--- src/design/msrg_pkg.sv ---
// msrg_pkg: shared types and constants for the multi-stop row gradient
// used by msrg_div, msrg_ctrl, msrg_dp and multi_stop_row_gradient
package msrg_pkg;

  // field widths
  localparam int unsigned COORD_W = 16;
  localparam int unsigned COUNT_W = 3;
  localparam int unsigned STOP_W  = 39;
  localparam int unsigned PCT_W   = 7;
  localparam int unsigned COLOR_W = 32;
  localparam int unsigned CHAN_W  = 8;
  localparam int unsigned CUR_W   = 2;
  localparam int unsigned CFG_IDX_W = 3;

  // stop limits
  localparam int unsigned MAX_STOPS = 4;
  localparam int unsigned MIN_STOPS = 2;

  // shared serial divider sizing
  localparam int unsigned DIVIDEND_W = 24;
  localparam int unsigned DIVISOR_W  = 17;
  localparam int unsigned STEP_W     = 5;
  localparam int unsigned POS_STEPS  = 24;
  localparam int unsigned FRAC_STEPS = 8;

  // position scaling
  localparam int unsigned QPOS_W   = 9;
  localparam int unsigned QPOS_MAX = 256;
  localparam int unsigned PCT_SCALE = 100;

  // register reset values
  localparam logic [COORD_W-1:0] TOP_RST    = 16'd0;
  localparam logic [COORD_W-1:0] BOTTOM_RST = 16'd256;
  localparam logic [COUNT_W-1:0] COUNT_RST  = 3'd2;
  localparam logic [STOP_W-1:0]  STOP1_RST  = {7'd100, 32'd0};

  // configuration register indexes
  typedef enum logic [CFG_IDX_W-1:0] {
    CFG_TOP    = 3'd0,
    CFG_BOTTOM = 3'd1,
    CFG_COUNT  = 3'd2,
    CFG_STOP0  = 3'd3,
    CFG_STOP1  = 3'd4,
    CFG_STOP2  = 3'd5,
    CFG_STOP3  = 3'd6
  } cfg_idx_t;

  // controller to datapath commands
  typedef struct packed {
    logic load_item;
    logic prep;
    logic div_pos;
    logic pos_calc;
    logic check_err;
    logic step;
    logic commit;
    logic take_last;
    logic div_frac;
    logic blend;
    logic out_load;
  } msrg_cmd_t;

  // datapath to controller status
  typedef struct packed {
    logic span_bad;
    logic div_done;
    logic behind;
    logic more;
    logic at_last;
  } msrg_sts_t;

endpackage

--- src/design/msrg_div.sv ---
// msrg_div: shared restoring divider, one quotient bit per cycle
// depends on msrg_pkg for widths
module msrg_div (
  input  logic                             clk,
  input  logic                             rst_n,
  input  logic                             start,
  input  logic [msrg_pkg::DIVISOR_W-1:0]   init_rem,
  input  logic [msrg_pkg::DIVIDEND_W-1:0]  dividend,
  input  logic [msrg_pkg::DIVISOR_W-1:0]   divisor,
  input  logic [msrg_pkg::STEP_W-1:0]      steps,
  output logic                             done,
  output logic [msrg_pkg::DIVIDEND_W-1:0]  quotient
);
  import msrg_pkg::*;

  logic                   busy_r;
  logic                   done_r;
  logic [STEP_W-1:0]      cnt_r;
  logic [DIVISOR_W-1:0]   rem_r;
  logic [DIVISOR_W-1:0]   dvs_r;
  logic [DIVIDEND_W-1:0]  quo_r;
  logic [DIVISOR_W+1:0]   trial;

  // trial subtract of the divisor from the shifted remainder
  assign trial = {1'b0, rem_r, quo_r[DIVIDEND_W-1]} - {2'b00, dvs_r};

  // control: busy flag, step count, done pulse
  always_ff @(posedge clk) begin
    if (!rst_n) begin
      busy_r <= 1'b0;
      done_r <= 1'b0;
      cnt_r  <= '0;
    end else begin
      done_r <= 1'b0;
      if (start) begin
        busy_r <= 1'b1;
        cnt_r  <= steps;
      end else if (busy_r) begin
        cnt_r <= cnt_r - STEP_W'(1);
        if (cnt_r == STEP_W'(1)) begin
          busy_r <= 1'b0;
          done_r <= 1'b1;
        end
      end
    end
  end

  // remainder and dividend/quotient shift register
  always_ff @(posedge clk) begin
    if (start) begin
      rem_r <= init_rem;
      dvs_r <= divisor;
      quo_r <= dividend;
    end else if (busy_r) begin
      if (trial[DIVISOR_W+1]) begin
        rem_r <= {rem_r[DIVISOR_W-2:0], quo_r[DIVIDEND_W-1]};
        quo_r <= {quo_r[DIVIDEND_W-2:0], 1'b0};
      end else begin
        rem_r <= trial[DIVISOR_W-1:0];
        quo_r <= {quo_r[DIVIDEND_W-2:0], 1'b1};
      end
    end
  end

  assign done     = done_r;
  assign quotient = quo_r;

endmodule

--- src/design/msrg_dp.sv ---
// msrg_dp: configuration registers, stop cursor, position and blend datapath
// depends on msrg_pkg and instantiates msrg_div
module msrg_dp (
  input  logic                              clk,
  input  logic                              rst_n,
  input  msrg_pkg::msrg_cmd_t               cmd,
  output msrg_pkg::msrg_sts_t               sts,
  input  logic                              cfg_valid,
  input  logic [msrg_pkg::CFG_IDX_W-1:0]    cfg_index,
  input  logic [msrg_pkg::STOP_W-1:0]       cfg_data,
  input  logic signed [msrg_pkg::COORD_W-1:0] in_row_y,
  input  logic                              in_restart_cursor,
  output logic [msrg_pkg::CHAN_W-1:0]       out_red,
  output logic [msrg_pkg::CHAN_W-1:0]       out_green,
  output logic [msrg_pkg::CHAN_W-1:0]       out_blue,
  output logic [msrg_pkg::CHAN_W-1:0]       out_alpha,
  output logic                              out_order_error
);
  import msrg_pkg::*;

  // configuration registers
  logic [COORD_W-1:0] top_r;
  logic [COORD_W-1:0] bottom_r;
  logic [COUNT_W-1:0] count_r;
  logic [STOP_W-1:0]  stop0_r, stop1_r, stop2_r, stop3_r;

  // per-item registers
  logic [COORD_W-1:0] y_r;
  logic               restart_r;
  logic [COORD_W:0]   span_r;
  logic               neg_r;
  logic [COORD_W-1:0] mag_r;
  logic [CUR_W-1:0]   cursor_r;
  logic [CUR_W-1:0]   i_r;
  logic [PCT_W-1:0]   pos_r;
  logic [COLOR_W-1:0] res_color_r;
  logic               res_err_r;
  logic [COLOR_W-1:0] out_color_r;
  logic               out_err_r;

  logic [CUR_W-1:0]   last_idx;
  logic [CUR_W-1:0]   cur_clamp;
  logic [CUR_W-1:0]   i_next;
  logic [COORD_W:0]   span_nxt;
  logic [COORD_W:0]   diff_nxt;
  logic [COORD_W:0]   diff_abs;
  logic [STOP_W-1:0]  stop_a, stop_b;
  logic [PCT_W-1:0]   pct_a, pct_b;
  logic [QPOS_W-1:0]  q_pos;
  logic [15:0]        pos_prod;
  logic [DIVIDEND_W-1:0] quo;
  logic               div_done;
  logic               div_start;
  logic [DIVISOR_W-1:0]  div_init;
  logic [DIVIDEND_W-1:0] div_dividend;
  logic [DIVISOR_W-1:0]  div_divisor;
  logic [STEP_W-1:0]     div_steps;
  logic [CHAN_W-1:0]     frac;
  logic [CHAN_W:0]       frac_inv;
  logic [COLOR_W-1:0]    blend_color;

  // configuration write port
  always_ff @(posedge clk) begin
    if (!rst_n) begin
      top_r    <= TOP_RST;
      bottom_r <= BOTTOM_RST;
      count_r  <= COUNT_RST;
      stop0_r  <= '0;
      stop1_r  <= STOP1_RST;
      stop2_r  <= '0;
      stop3_r  <= '0;
    end else if (cfg_valid) begin
      unique case (cfg_index)
        CFG_TOP:    top_r    <= cfg_data[COORD_W-1:0];
        CFG_BOTTOM: bottom_r <= cfg_data[COORD_W-1:0];
        CFG_COUNT:  count_r  <= cfg_data[COUNT_W-1:0];
        CFG_STOP0:  stop0_r  <= cfg_data;
        CFG_STOP1:  stop1_r  <= cfg_data;
        CFG_STOP2:  stop2_r  <= cfg_data;
        CFG_STOP3:  stop3_r  <= cfg_data;
        default: ;
      endcase
    end
  end

  // index of the last stop in use
  always_comb begin
    if (count_r < COUNT_W'(MIN_STOPS)) begin
      last_idx = CUR_W'(MIN_STOPS - 1);
    end else if (count_r > COUNT_W'(MAX_STOPS)) begin
      last_idx = CUR_W'(MAX_STOPS - 1);
    end else begin
      last_idx = CUR_W'(count_r - COUNT_W'(1));
    end
  end

  // cursor after restart and clamp to the stops in use
  always_comb begin
    cur_clamp = restart_r ? '0 : cursor_r;
    if (cur_clamp > last_idx) begin
      cur_clamp = last_idx;
    end
  end

  // span and signed row offset
  assign span_nxt = {bottom_r[COORD_W-1], bottom_r} - {top_r[COORD_W-1], top_r};
  assign diff_nxt = {y_r[COORD_W-1], y_r} - {top_r[COORD_W-1], top_r};
  assign diff_abs = diff_nxt[COORD_W] ? (~diff_nxt + (COORD_W+1)'(1)) : diff_nxt;

  // stop selection at the search index and the one after it
  assign i_next = i_r + CUR_W'(1);
  always_comb begin
    case (i_r)
      2'd0:    stop_a = stop0_r;
      2'd1:    stop_a = stop1_r;
      2'd2:    stop_a = stop2_r;
      default: stop_a = stop3_r;
    endcase
    case (i_next)
      2'd0:    stop_b = stop0_r;
      2'd1:    stop_b = stop1_r;
      2'd2:    stop_b = stop2_r;
      default: stop_b = stop3_r;
    endcase
  end
  assign pct_a = stop_a[STOP_W-1:COLOR_W];
  assign pct_b = stop_b[STOP_W-1:COLOR_W];

  // clamped 9-bit position from the quotient, then percent
  always_comb begin
    if (span_r[COORD_W] || (span_r == '0)) begin
      q_pos = QPOS_W'(QPOS_MAX);
    end else if (neg_r) begin
      q_pos = (quo != '0) ? QPOS_W'(QPOS_MAX) : '0;
    end else if (quo > DIVIDEND_W'(QPOS_MAX)) begin
      q_pos = QPOS_W'(QPOS_MAX);
    end else begin
      q_pos = quo[QPOS_W-1:0];
    end
  end
  assign pos_prod = 16'(q_pos) * 16'(PCT_SCALE);

  // divider operand select: position or blend fraction
  assign div_start = cmd.div_pos | cmd.div_frac;
  always_comb begin
    if (cmd.div_frac) begin
      div_init     = DIVISOR_W'(pos_r - pct_a);
      div_dividend = '0;
      div_divisor  = DIVISOR_W'(pct_b - pct_a);
      div_steps    = STEP_W'(FRAC_STEPS);
    end else begin
      div_init     = '0;
      div_dividend = {mag_r, 8'd0};
      div_divisor  = span_r;
      div_steps    = STEP_W'(POS_STEPS);
    end
  end

  msrg_div u_div (
    .clk      (clk),
    .rst_n    (rst_n),
    .start    (div_start),
    .init_rem (div_init),
    .dividend (div_dividend),
    .divisor  (div_divisor),
    .steps    (div_steps),
    .done     (div_done),
    .quotient (quo)
  );

  // per-channel blend of the two surrounding stops
  assign frac     = quo[CHAN_W-1:0];
  assign frac_inv = (CHAN_W+1)'(256) - {1'b0, frac};
  always_comb begin
    logic [16:0] sum;
    blend_color = '0;
    for (int c = 0; c < 4; c++) begin
      sum = 17'(stop_a[c*CHAN_W +: CHAN_W]) * 17'(frac_inv)
          + 17'(stop_b[c*CHAN_W +: CHAN_W]) * 17'(frac);
      blend_color[c*CHAN_W +: CHAN_W] = sum[15:8];
    end
  end

  // status to the controller
  assign sts.span_bad = span_r[COORD_W] || (span_r == '0);
  assign sts.div_done = div_done;
  assign sts.behind   = pos_r < pct_a;
  assign sts.more     = (i_r < last_idx) && (pos_r >= pct_b);
  assign sts.at_last  = i_r >= last_idx;

  // stop cursor
  always_ff @(posedge clk) begin
    if (!rst_n) begin
      cursor_r <= '0;
    end else if (cmd.prep) begin
      cursor_r <= cur_clamp;
    end else if (cmd.commit) begin
      cursor_r <= i_r;
    end
  end

  // item, position and result registers
  always_ff @(posedge clk) begin
    if (cmd.load_item) begin
      y_r       <= in_row_y;
      restart_r <= in_restart_cursor;
    end
    if (cmd.prep) begin
      span_r <= span_nxt;
      neg_r  <= diff_nxt[COORD_W];
      mag_r  <= diff_abs[COORD_W-1:0];
    end
    if (cmd.pos_calc) begin
      pos_r <= pos_prod[14:8];
      i_r   <= cursor_r;
    end else if (cmd.step) begin
      i_r <= i_next;
    end
    if (cmd.check_err) begin
      res_color_r <= stop_a[COLOR_W-1:0];
      res_err_r   <= 1'b1;
    end else if (cmd.take_last) begin
      res_color_r <= stop_a[COLOR_W-1:0];
      res_err_r   <= 1'b0;
    end else if (cmd.blend) begin
      res_color_r <= blend_color;
      res_err_r   <= 1'b0;
    end
    if (cmd.out_load) begin
      out_color_r <= res_color_r;
      out_err_r   <= res_err_r;
    end
  end

  assign out_red         = out_color_r[7:0];
  assign out_green       = out_color_r[15:8];
  assign out_blue        = out_color_r[23:16];
  assign out_alpha       = out_color_r[31:24];
  assign out_order_error = out_err_r;

endmodule

--- src/design/msrg_ctrl.sv ---
// msrg_ctrl: sequencing state machine for one row item
// depends on msrg_pkg for command and status types
module msrg_ctrl (
  input  logic                  clk,
  input  logic                  rst_n,
  input  logic                  in_valid,
  output logic                  in_stall,
  output logic                  out_valid,
  input  logic                  out_stall,
  output msrg_pkg::msrg_cmd_t   cmd,
  input  msrg_pkg::msrg_sts_t   sts
);
  import msrg_pkg::*;

  typedef enum logic [3:0] {
    S_IDLE,
    S_PREP,
    S_DIVP_START,
    S_DIVP,
    S_POS,
    S_CHECK,
    S_SEARCH,
    S_DIVF,
    S_BLEND,
    S_DONE
  } state_t;

  state_t state_r, state_nxt;
  logic   out_valid_r, out_valid_nxt;

  // next state and commands
  always_comb begin
    state_nxt     = state_r;
    out_valid_nxt = out_valid_r & out_stall;
    cmd           = '0;
    unique case (state_r)
      S_IDLE: begin
        if (in_valid) begin
          cmd.load_item = 1'b1;
          state_nxt     = S_PREP;
        end
      end
      S_PREP: begin
        cmd.prep  = 1'b1;
        state_nxt = S_DIVP_START;
      end
      S_DIVP_START: begin
        if (sts.span_bad) begin
          state_nxt = S_POS;
        end else begin
          cmd.div_pos = 1'b1;
          state_nxt   = S_DIVP;
        end
      end
      S_DIVP: begin
        if (sts.div_done) begin
          state_nxt = S_POS;
        end
      end
      S_POS: begin
        cmd.pos_calc = 1'b1;
        state_nxt    = S_CHECK;
      end
      S_CHECK: begin
        if (sts.behind) begin
          cmd.check_err = 1'b1;
          state_nxt     = S_DONE;
        end else begin
          state_nxt = S_SEARCH;
        end
      end
      S_SEARCH: begin
        if (sts.more) begin
          cmd.step = 1'b1;
        end else begin
          cmd.commit = 1'b1;
          if (sts.at_last) begin
            cmd.take_last = 1'b1;
            state_nxt     = S_DONE;
          end else begin
            cmd.div_frac = 1'b1;
            state_nxt    = S_DIVF;
          end
        end
      end
      S_DIVF: begin
        if (sts.div_done) begin
          state_nxt = S_BLEND;
        end
      end
      S_BLEND: begin
        cmd.blend = 1'b1;
        state_nxt = S_DONE;
      end
      S_DONE: begin
        if (!out_valid_r || !out_stall) begin
          cmd.out_load  = 1'b1;
          out_valid_nxt = 1'b1;
          state_nxt     = S_IDLE;
        end
      end
      default: state_nxt = S_IDLE;
    endcase
  end

  // state and output valid
  always_ff @(posedge clk) begin
    if (!rst_n) begin
      state_r     <= S_IDLE;
      out_valid_r <= 1'b0;
    end else begin
      state_r     <= state_nxt;
      out_valid_r <= out_valid_nxt;
    end
  end

  assign in_stall  = (state_r != S_IDLE);
  assign out_valid = out_valid_r;

endmodule

--- src/design/multi_stop_row_gradient.sv ---
// multi_stop_row_gradient: top level of the vertical multi-stop gradient
// depends on msrg_pkg, msrg_ctrl, msrg_dp (which holds msrg_div)
//
//   channel | ports                                 | handshake
//   input   | in_row_y, in_restart_cursor           | in_valid / in_stall
//   result  | out_red/green/blue/alpha, out_order_error | out_valid / out_stall
//   config  | cfg_index, cfg_data                   | cfg_valid / cfg_ready
//
// a row goes through the shared serial divider for the position when the span is
// positive, then a stop search, and the divider again for the blend fraction when
// the row is blended between two stops; an idle state lies between rows.
// synchronous active-low reset restores the register defaults and cursor 0.
// a finished result waits in the output register while the next row is taken.
module multi_stop_row_gradient (
  input  logic                                clk,
  input  logic                                rst_n,
  input  logic                                in_valid,
  output logic                                in_stall,
  input  logic signed [msrg_pkg::COORD_W-1:0] in_row_y,
  input  logic                                in_restart_cursor,
  output logic                                out_valid,
  input  logic                                out_stall,
  output logic [msrg_pkg::CHAN_W-1:0]         out_red,
  output logic [msrg_pkg::CHAN_W-1:0]         out_green,
  output logic [msrg_pkg::CHAN_W-1:0]         out_blue,
  output logic [msrg_pkg::CHAN_W-1:0]         out_alpha,
  output logic                                out_order_error,
  input  logic                                cfg_valid,
  output logic                                cfg_ready,
  input  logic [msrg_pkg::CFG_IDX_W-1:0]      cfg_index,
  input  logic [msrg_pkg::STOP_W-1:0]         cfg_data
);
  import msrg_pkg::*;

  msrg_cmd_t cmd;
  msrg_sts_t sts;

  // config writes are to land while idle, a rule the block does not enforce; the port is always open
  assign cfg_ready = 1'b1;

  msrg_ctrl u_ctrl (
    .clk       (clk),
    .rst_n     (rst_n),
    .in_valid  (in_valid),
    .in_stall  (in_stall),
    .out_valid (out_valid),
    .out_stall (out_stall),
    .cmd       (cmd),
    .sts       (sts)
  );

  msrg_dp u_dp (
    .clk               (clk),
    .rst_n             (rst_n),
    .cmd               (cmd),
    .sts               (sts),
    .cfg_valid         (cfg_valid & cfg_ready),
    .cfg_index         (cfg_index),
    .cfg_data          (cfg_data),
    .in_row_y          (in_row_y),
    .in_restart_cursor (in_restart_cursor),
    .out_red           (out_red),
    .out_green         (out_green),
    .out_blue          (out_blue),
    .out_alpha         (out_alpha),
    .out_order_error   (out_order_error)
  );

endmodule

--- config.mk ---
export PLATFORM = sky130hd
export DESIGN_NAME = multi_stop_row_gradient
export DESIGN_NICKNAME = d
export VERILOG_FILES = /design/src/design/msrg_pkg.sv /design/src/design/msrg_div.sv /design/src/design/msrg_dp.sv /design/src/design/msrg_ctrl.sv /design/src/design/multi_stop_row_gradient.sv
export SDC_FILE = /design/constraint.sdc
export NUM_CORES = 2
export LEC_CHECK = 0
export BUFFER_PORTS_ARGS = -buffer_cell sky130_fd_sc_hd__buf_2
export CORE_UTILIZATION = 50
export CTS_BUF_LIST = sky130_fd_sc_hd__clkbuf_8
export DETAILED_ROUTE_END_ITERATION = 8
export PLACE_DENSITY = 0.69
export SYNTH_ARGS = -nofsm -noshare
export SYNTH_HDL_FRONTEND = slang
export SYNTH_SLANG_ARGS = --single-unit
--- constraint.sdc ---
create_clock -name clk -period 12.7 [get_ports clk]
set_clock_uncertainty 0.2 [all_clocks]
set_input_delay 1.27 -clock clk [delete_from_list [all_inputs] [get_ports clk]]
set_output_delay 1.27 -clock clk [all_outputs]
set_load 0.05 [all_outputs]
==> out/metrics.cfg <==
[routing]
final_antenna_net_count=0
routedWlPerCell_um=19.2
drc=8
drt_pass1_iterations=9
drt_iter0_markers=2839
routed_wirelength_um=102000
routed_via_density=5.58
via_count=29689

[clocking]
cts-root-buf=clkbuf_8
cts_hold_buf=0
insertion_delay_ps=700
cts_tree=built
cts_inserted_buffers=72
htree_levels=3
cts_resized=0
clock_sinks=389
clk_pin_slew_ps=80
cts_buffer_depth=3
cts_setup_buffers=0

[timing]
finalHoldViolations=0
timing.fmax_ghz=0.110
fin_crit_ps=9100
setup_viol=0
tns_ps=0
whs_ps=210
grt_setup_unrepaired=no
relSlewSlack_pct=15.9
tightest_slew_ps=1260
fin_crit_sh_pct=71.6
slew_violations=0

[global_routing]
antenna_found_initial=9
grt-ovfl-total=0
grt_pass1_vias=29544
track_usage_pct=27.0
grt_max_degree=101
grt_pass1_wl_um=163000

[power_and_ir_drop]
switching_share_pct=41.3
internal-power_mw=3.08
p_per_area_nw_per_um2=128
power.leakage_nw=18.8
p_clk_share_pct=24.5
switching_power_mw=2.16
seq_power_share_pct=31.7
peakVddDrop_v=0.0000990
comb_power_share_pct=43.8

[critical_path]
required_ps=12950
end_kind=flip-flop
worstSetupPathType=reg2reg
startpoint_type=flip-flop
arrival_ps=9340
worstPathMaxFanout=18

[synth]
syn_area_per_cell_um2=8.91
syn_area_um2=37800
synth-seq-cells=389
synth_cell_types=80
async_flop_share_pct=0
yosys_most_used_dff=dfxtp_1
synth_edf_count=183
synth_nets=5065
synth_cells=4240
ys_warn_count=0
seq_area_frac_synth_pct=25.5

[floorplanning]
die_y_um=277
fp-row-count=100
initial_core_util_pct=50.6
fp.dieW_um=277
io_pins=100
core_area_um2=74600
die_area_um2=76600

[placement]
place_congestion=0.906
io_buffer_count=98
dp_hpwl_um=74900

[run]
drv_cap=0

[layout]
final_common_cell=nand2_1
area_growth_syn_to_layout_pct=8.17
multi_input_area_um2=25000
regArea_um2=9620
drive_gt1_share_pct=7.34
final_cell_mix=nand2_1, inv_1, fa_1, ha_1, a21oi_1
fillCellCount=6844
layout.nets=5118

[run_status]
status=complete, but fails checks
violations=DRC

[worst_hold_path]
holdCritPathClass=reg2reg

-- power groups by stage --
stage	combinational (mW)	clock (mW)	sequential [mW]
after global placement	2.22	0	1.68
after CTS	2.28	1.31	1.66
after detailed placement	2.27	0	1.68
after global routing	2.57	1.36	1.67
final	2.30	1.28	1.66
after floorplan	1.65	0	1.64
-- per-layer routing --
| layer | up-vias | global-route usage [%] | routed length, µm |
|---|---|---|---|
| li1 | 13871 | - | - |
| met5 | - | 0 | 27 |
| met2 | 1196 | 42.3 | 45100 |
| met1 | 14434 | 37.7 | 44800 |
| met3 | 184 | 4.92 | 9050 |
| met4 | 4 | 8.50 | 2980 |
-- path summary, 6_finish.rpt --
check / start / endpoint / cells after the start / slack (ps)
worst max register to register: u_dp.u_div.quotient[1] / u_dp.res_color_r[15] / 27 / 3600
worst min register to register: u_dp.res_color_r[12] / u_dp.out_color_r[12] / 0 / 210
worst max-delay path: u_dp.u_div.quotient[1] / u_dp.res_color_r[15] / 27 / 3600
worst min-delay path: u_dp.res_color_r[12] / u_dp.out_color_r[12] / 0 / 210
-- cells by family (layout without fill, tap and decap cells) --
kind of cell | after synthesis | after routing | synth area share (%)
AOI/OAI and AO/OA | 597 | 597 | 10.3
other | 1 | 4 | 0.00993
and+or+nand+nor | 1427 | 1427 | 17.3
xor gates and xnor gates | 127 | 127 | 2.97
buffers and inverters | 867 | 973 | 8.69
muxes | 71 | 71 | 1.92
adders and majority gates | 761 | 761 | 33.3
DFF | 389 | 389 | 25.5
-- cells in the mapped netlist (7+ instances only) --
library cell	number	area share (%)
nand2_1	745	7.4
inv_1	683	6.8
fa_1	408	22
ha_1	353	12
a21oi_1	282	3.7
and2_1	271	4.5
dfxtp_1	206	11
edfxtp_1	183	15
nor2_1	178	1.8
clkbuf_1	148	1.5
xnor2_1	88	2.0
nand3_1	66	0.87
a222oi_1	62	1.6
mux2i_1	60	1.6
o21ai_0	58	0.77
xor2_1	38	0.88
nor3_1	37	0.49
a21o_1	33	0.66
nor2b_1	24	0.40
a22oi_1	22	0.44
nand2b_1	22	0.36
buf_1	21	0.21
or3_1	21	0.35
and3_1	19	0.31
nor4_1	16	0.27
a211oi_1	15	0.30
o211ai_1	15	0.30
mux2_2	11	0.33
nand4_1	10	0.17
o21a_1	10	0.20
a31oi_1	9	0.15
buf_2	9	0.12
a211o_1	7	0.16
-- registers in the layout (all words and copies together), names as in the netlist, 4 cells and up --
register and flops:
u_ctrl.state_r 4, u_dp.bottom_r 16, u_dp.mag_r 16, u_dp.out_color_r 32
u_dp.pos_r 7, u_dp.res_color_r 32, u_dp.span_r 17, u_dp.stop0_r 39
u_dp.stop1_r 39, u_dp.stop2_r 39, u_dp.stop3_r 39, u_dp.top_r 16
u_dp.u_div.cnt_r 5, u_dp.u_div.dvs_r 17, u_dp.u_div.quotient 24, u_dp.u_div.rem_r 17
u_dp.y_r 16
-- worst max-delay path, cell delays in order (launching register included) --
cell      delay [ps]
edfxtp_1         690
buf_4            350
inv_1             90
ha_1             230
nor3b_2          400
nand2_1          200
xor2_2           770
buf_4            370
nand2_1          110
fa_1             540
fa_1             510
fa_1             510
inv_1             50
fa_1             490
fa_1             490
inv_1             50
fa_1             470
inv_1             40
ha_1             290
nand4_1          100
a211oi_1         350
a31oi_1          170
a21oi_1          220
nor3_1            90
or3_1            370
o211ai_1         130
mux2_2           370
o22a_1           190
-- layout make-up --
type	count	area share, %
well taps	969	2.97
flip-flops and latches	389	23.5
diodes	3	0.0184
clock inverters	45	0.879
repair buffers	160	2.34
inverters	686	6.32
multi-input cells	2984	61.2
clock buffers	82	2.76
-- stage by stage --
stage	utilization, %	area (µm²)	power, mW	setup slack [ps]	instances
floorplan	-	37800	3.28	4800	4240
global placement	52.8	39400	3.90	3990	5188
detailed placement	52.8	39400	3.95	3780	5188
CTS	54.8	40800	5.25	3750	5315
global route	54.8	40900	5.61	3230	5318
finish	54.8	40900	5.24	3600	5318
(Power assumes the default switching activity.)
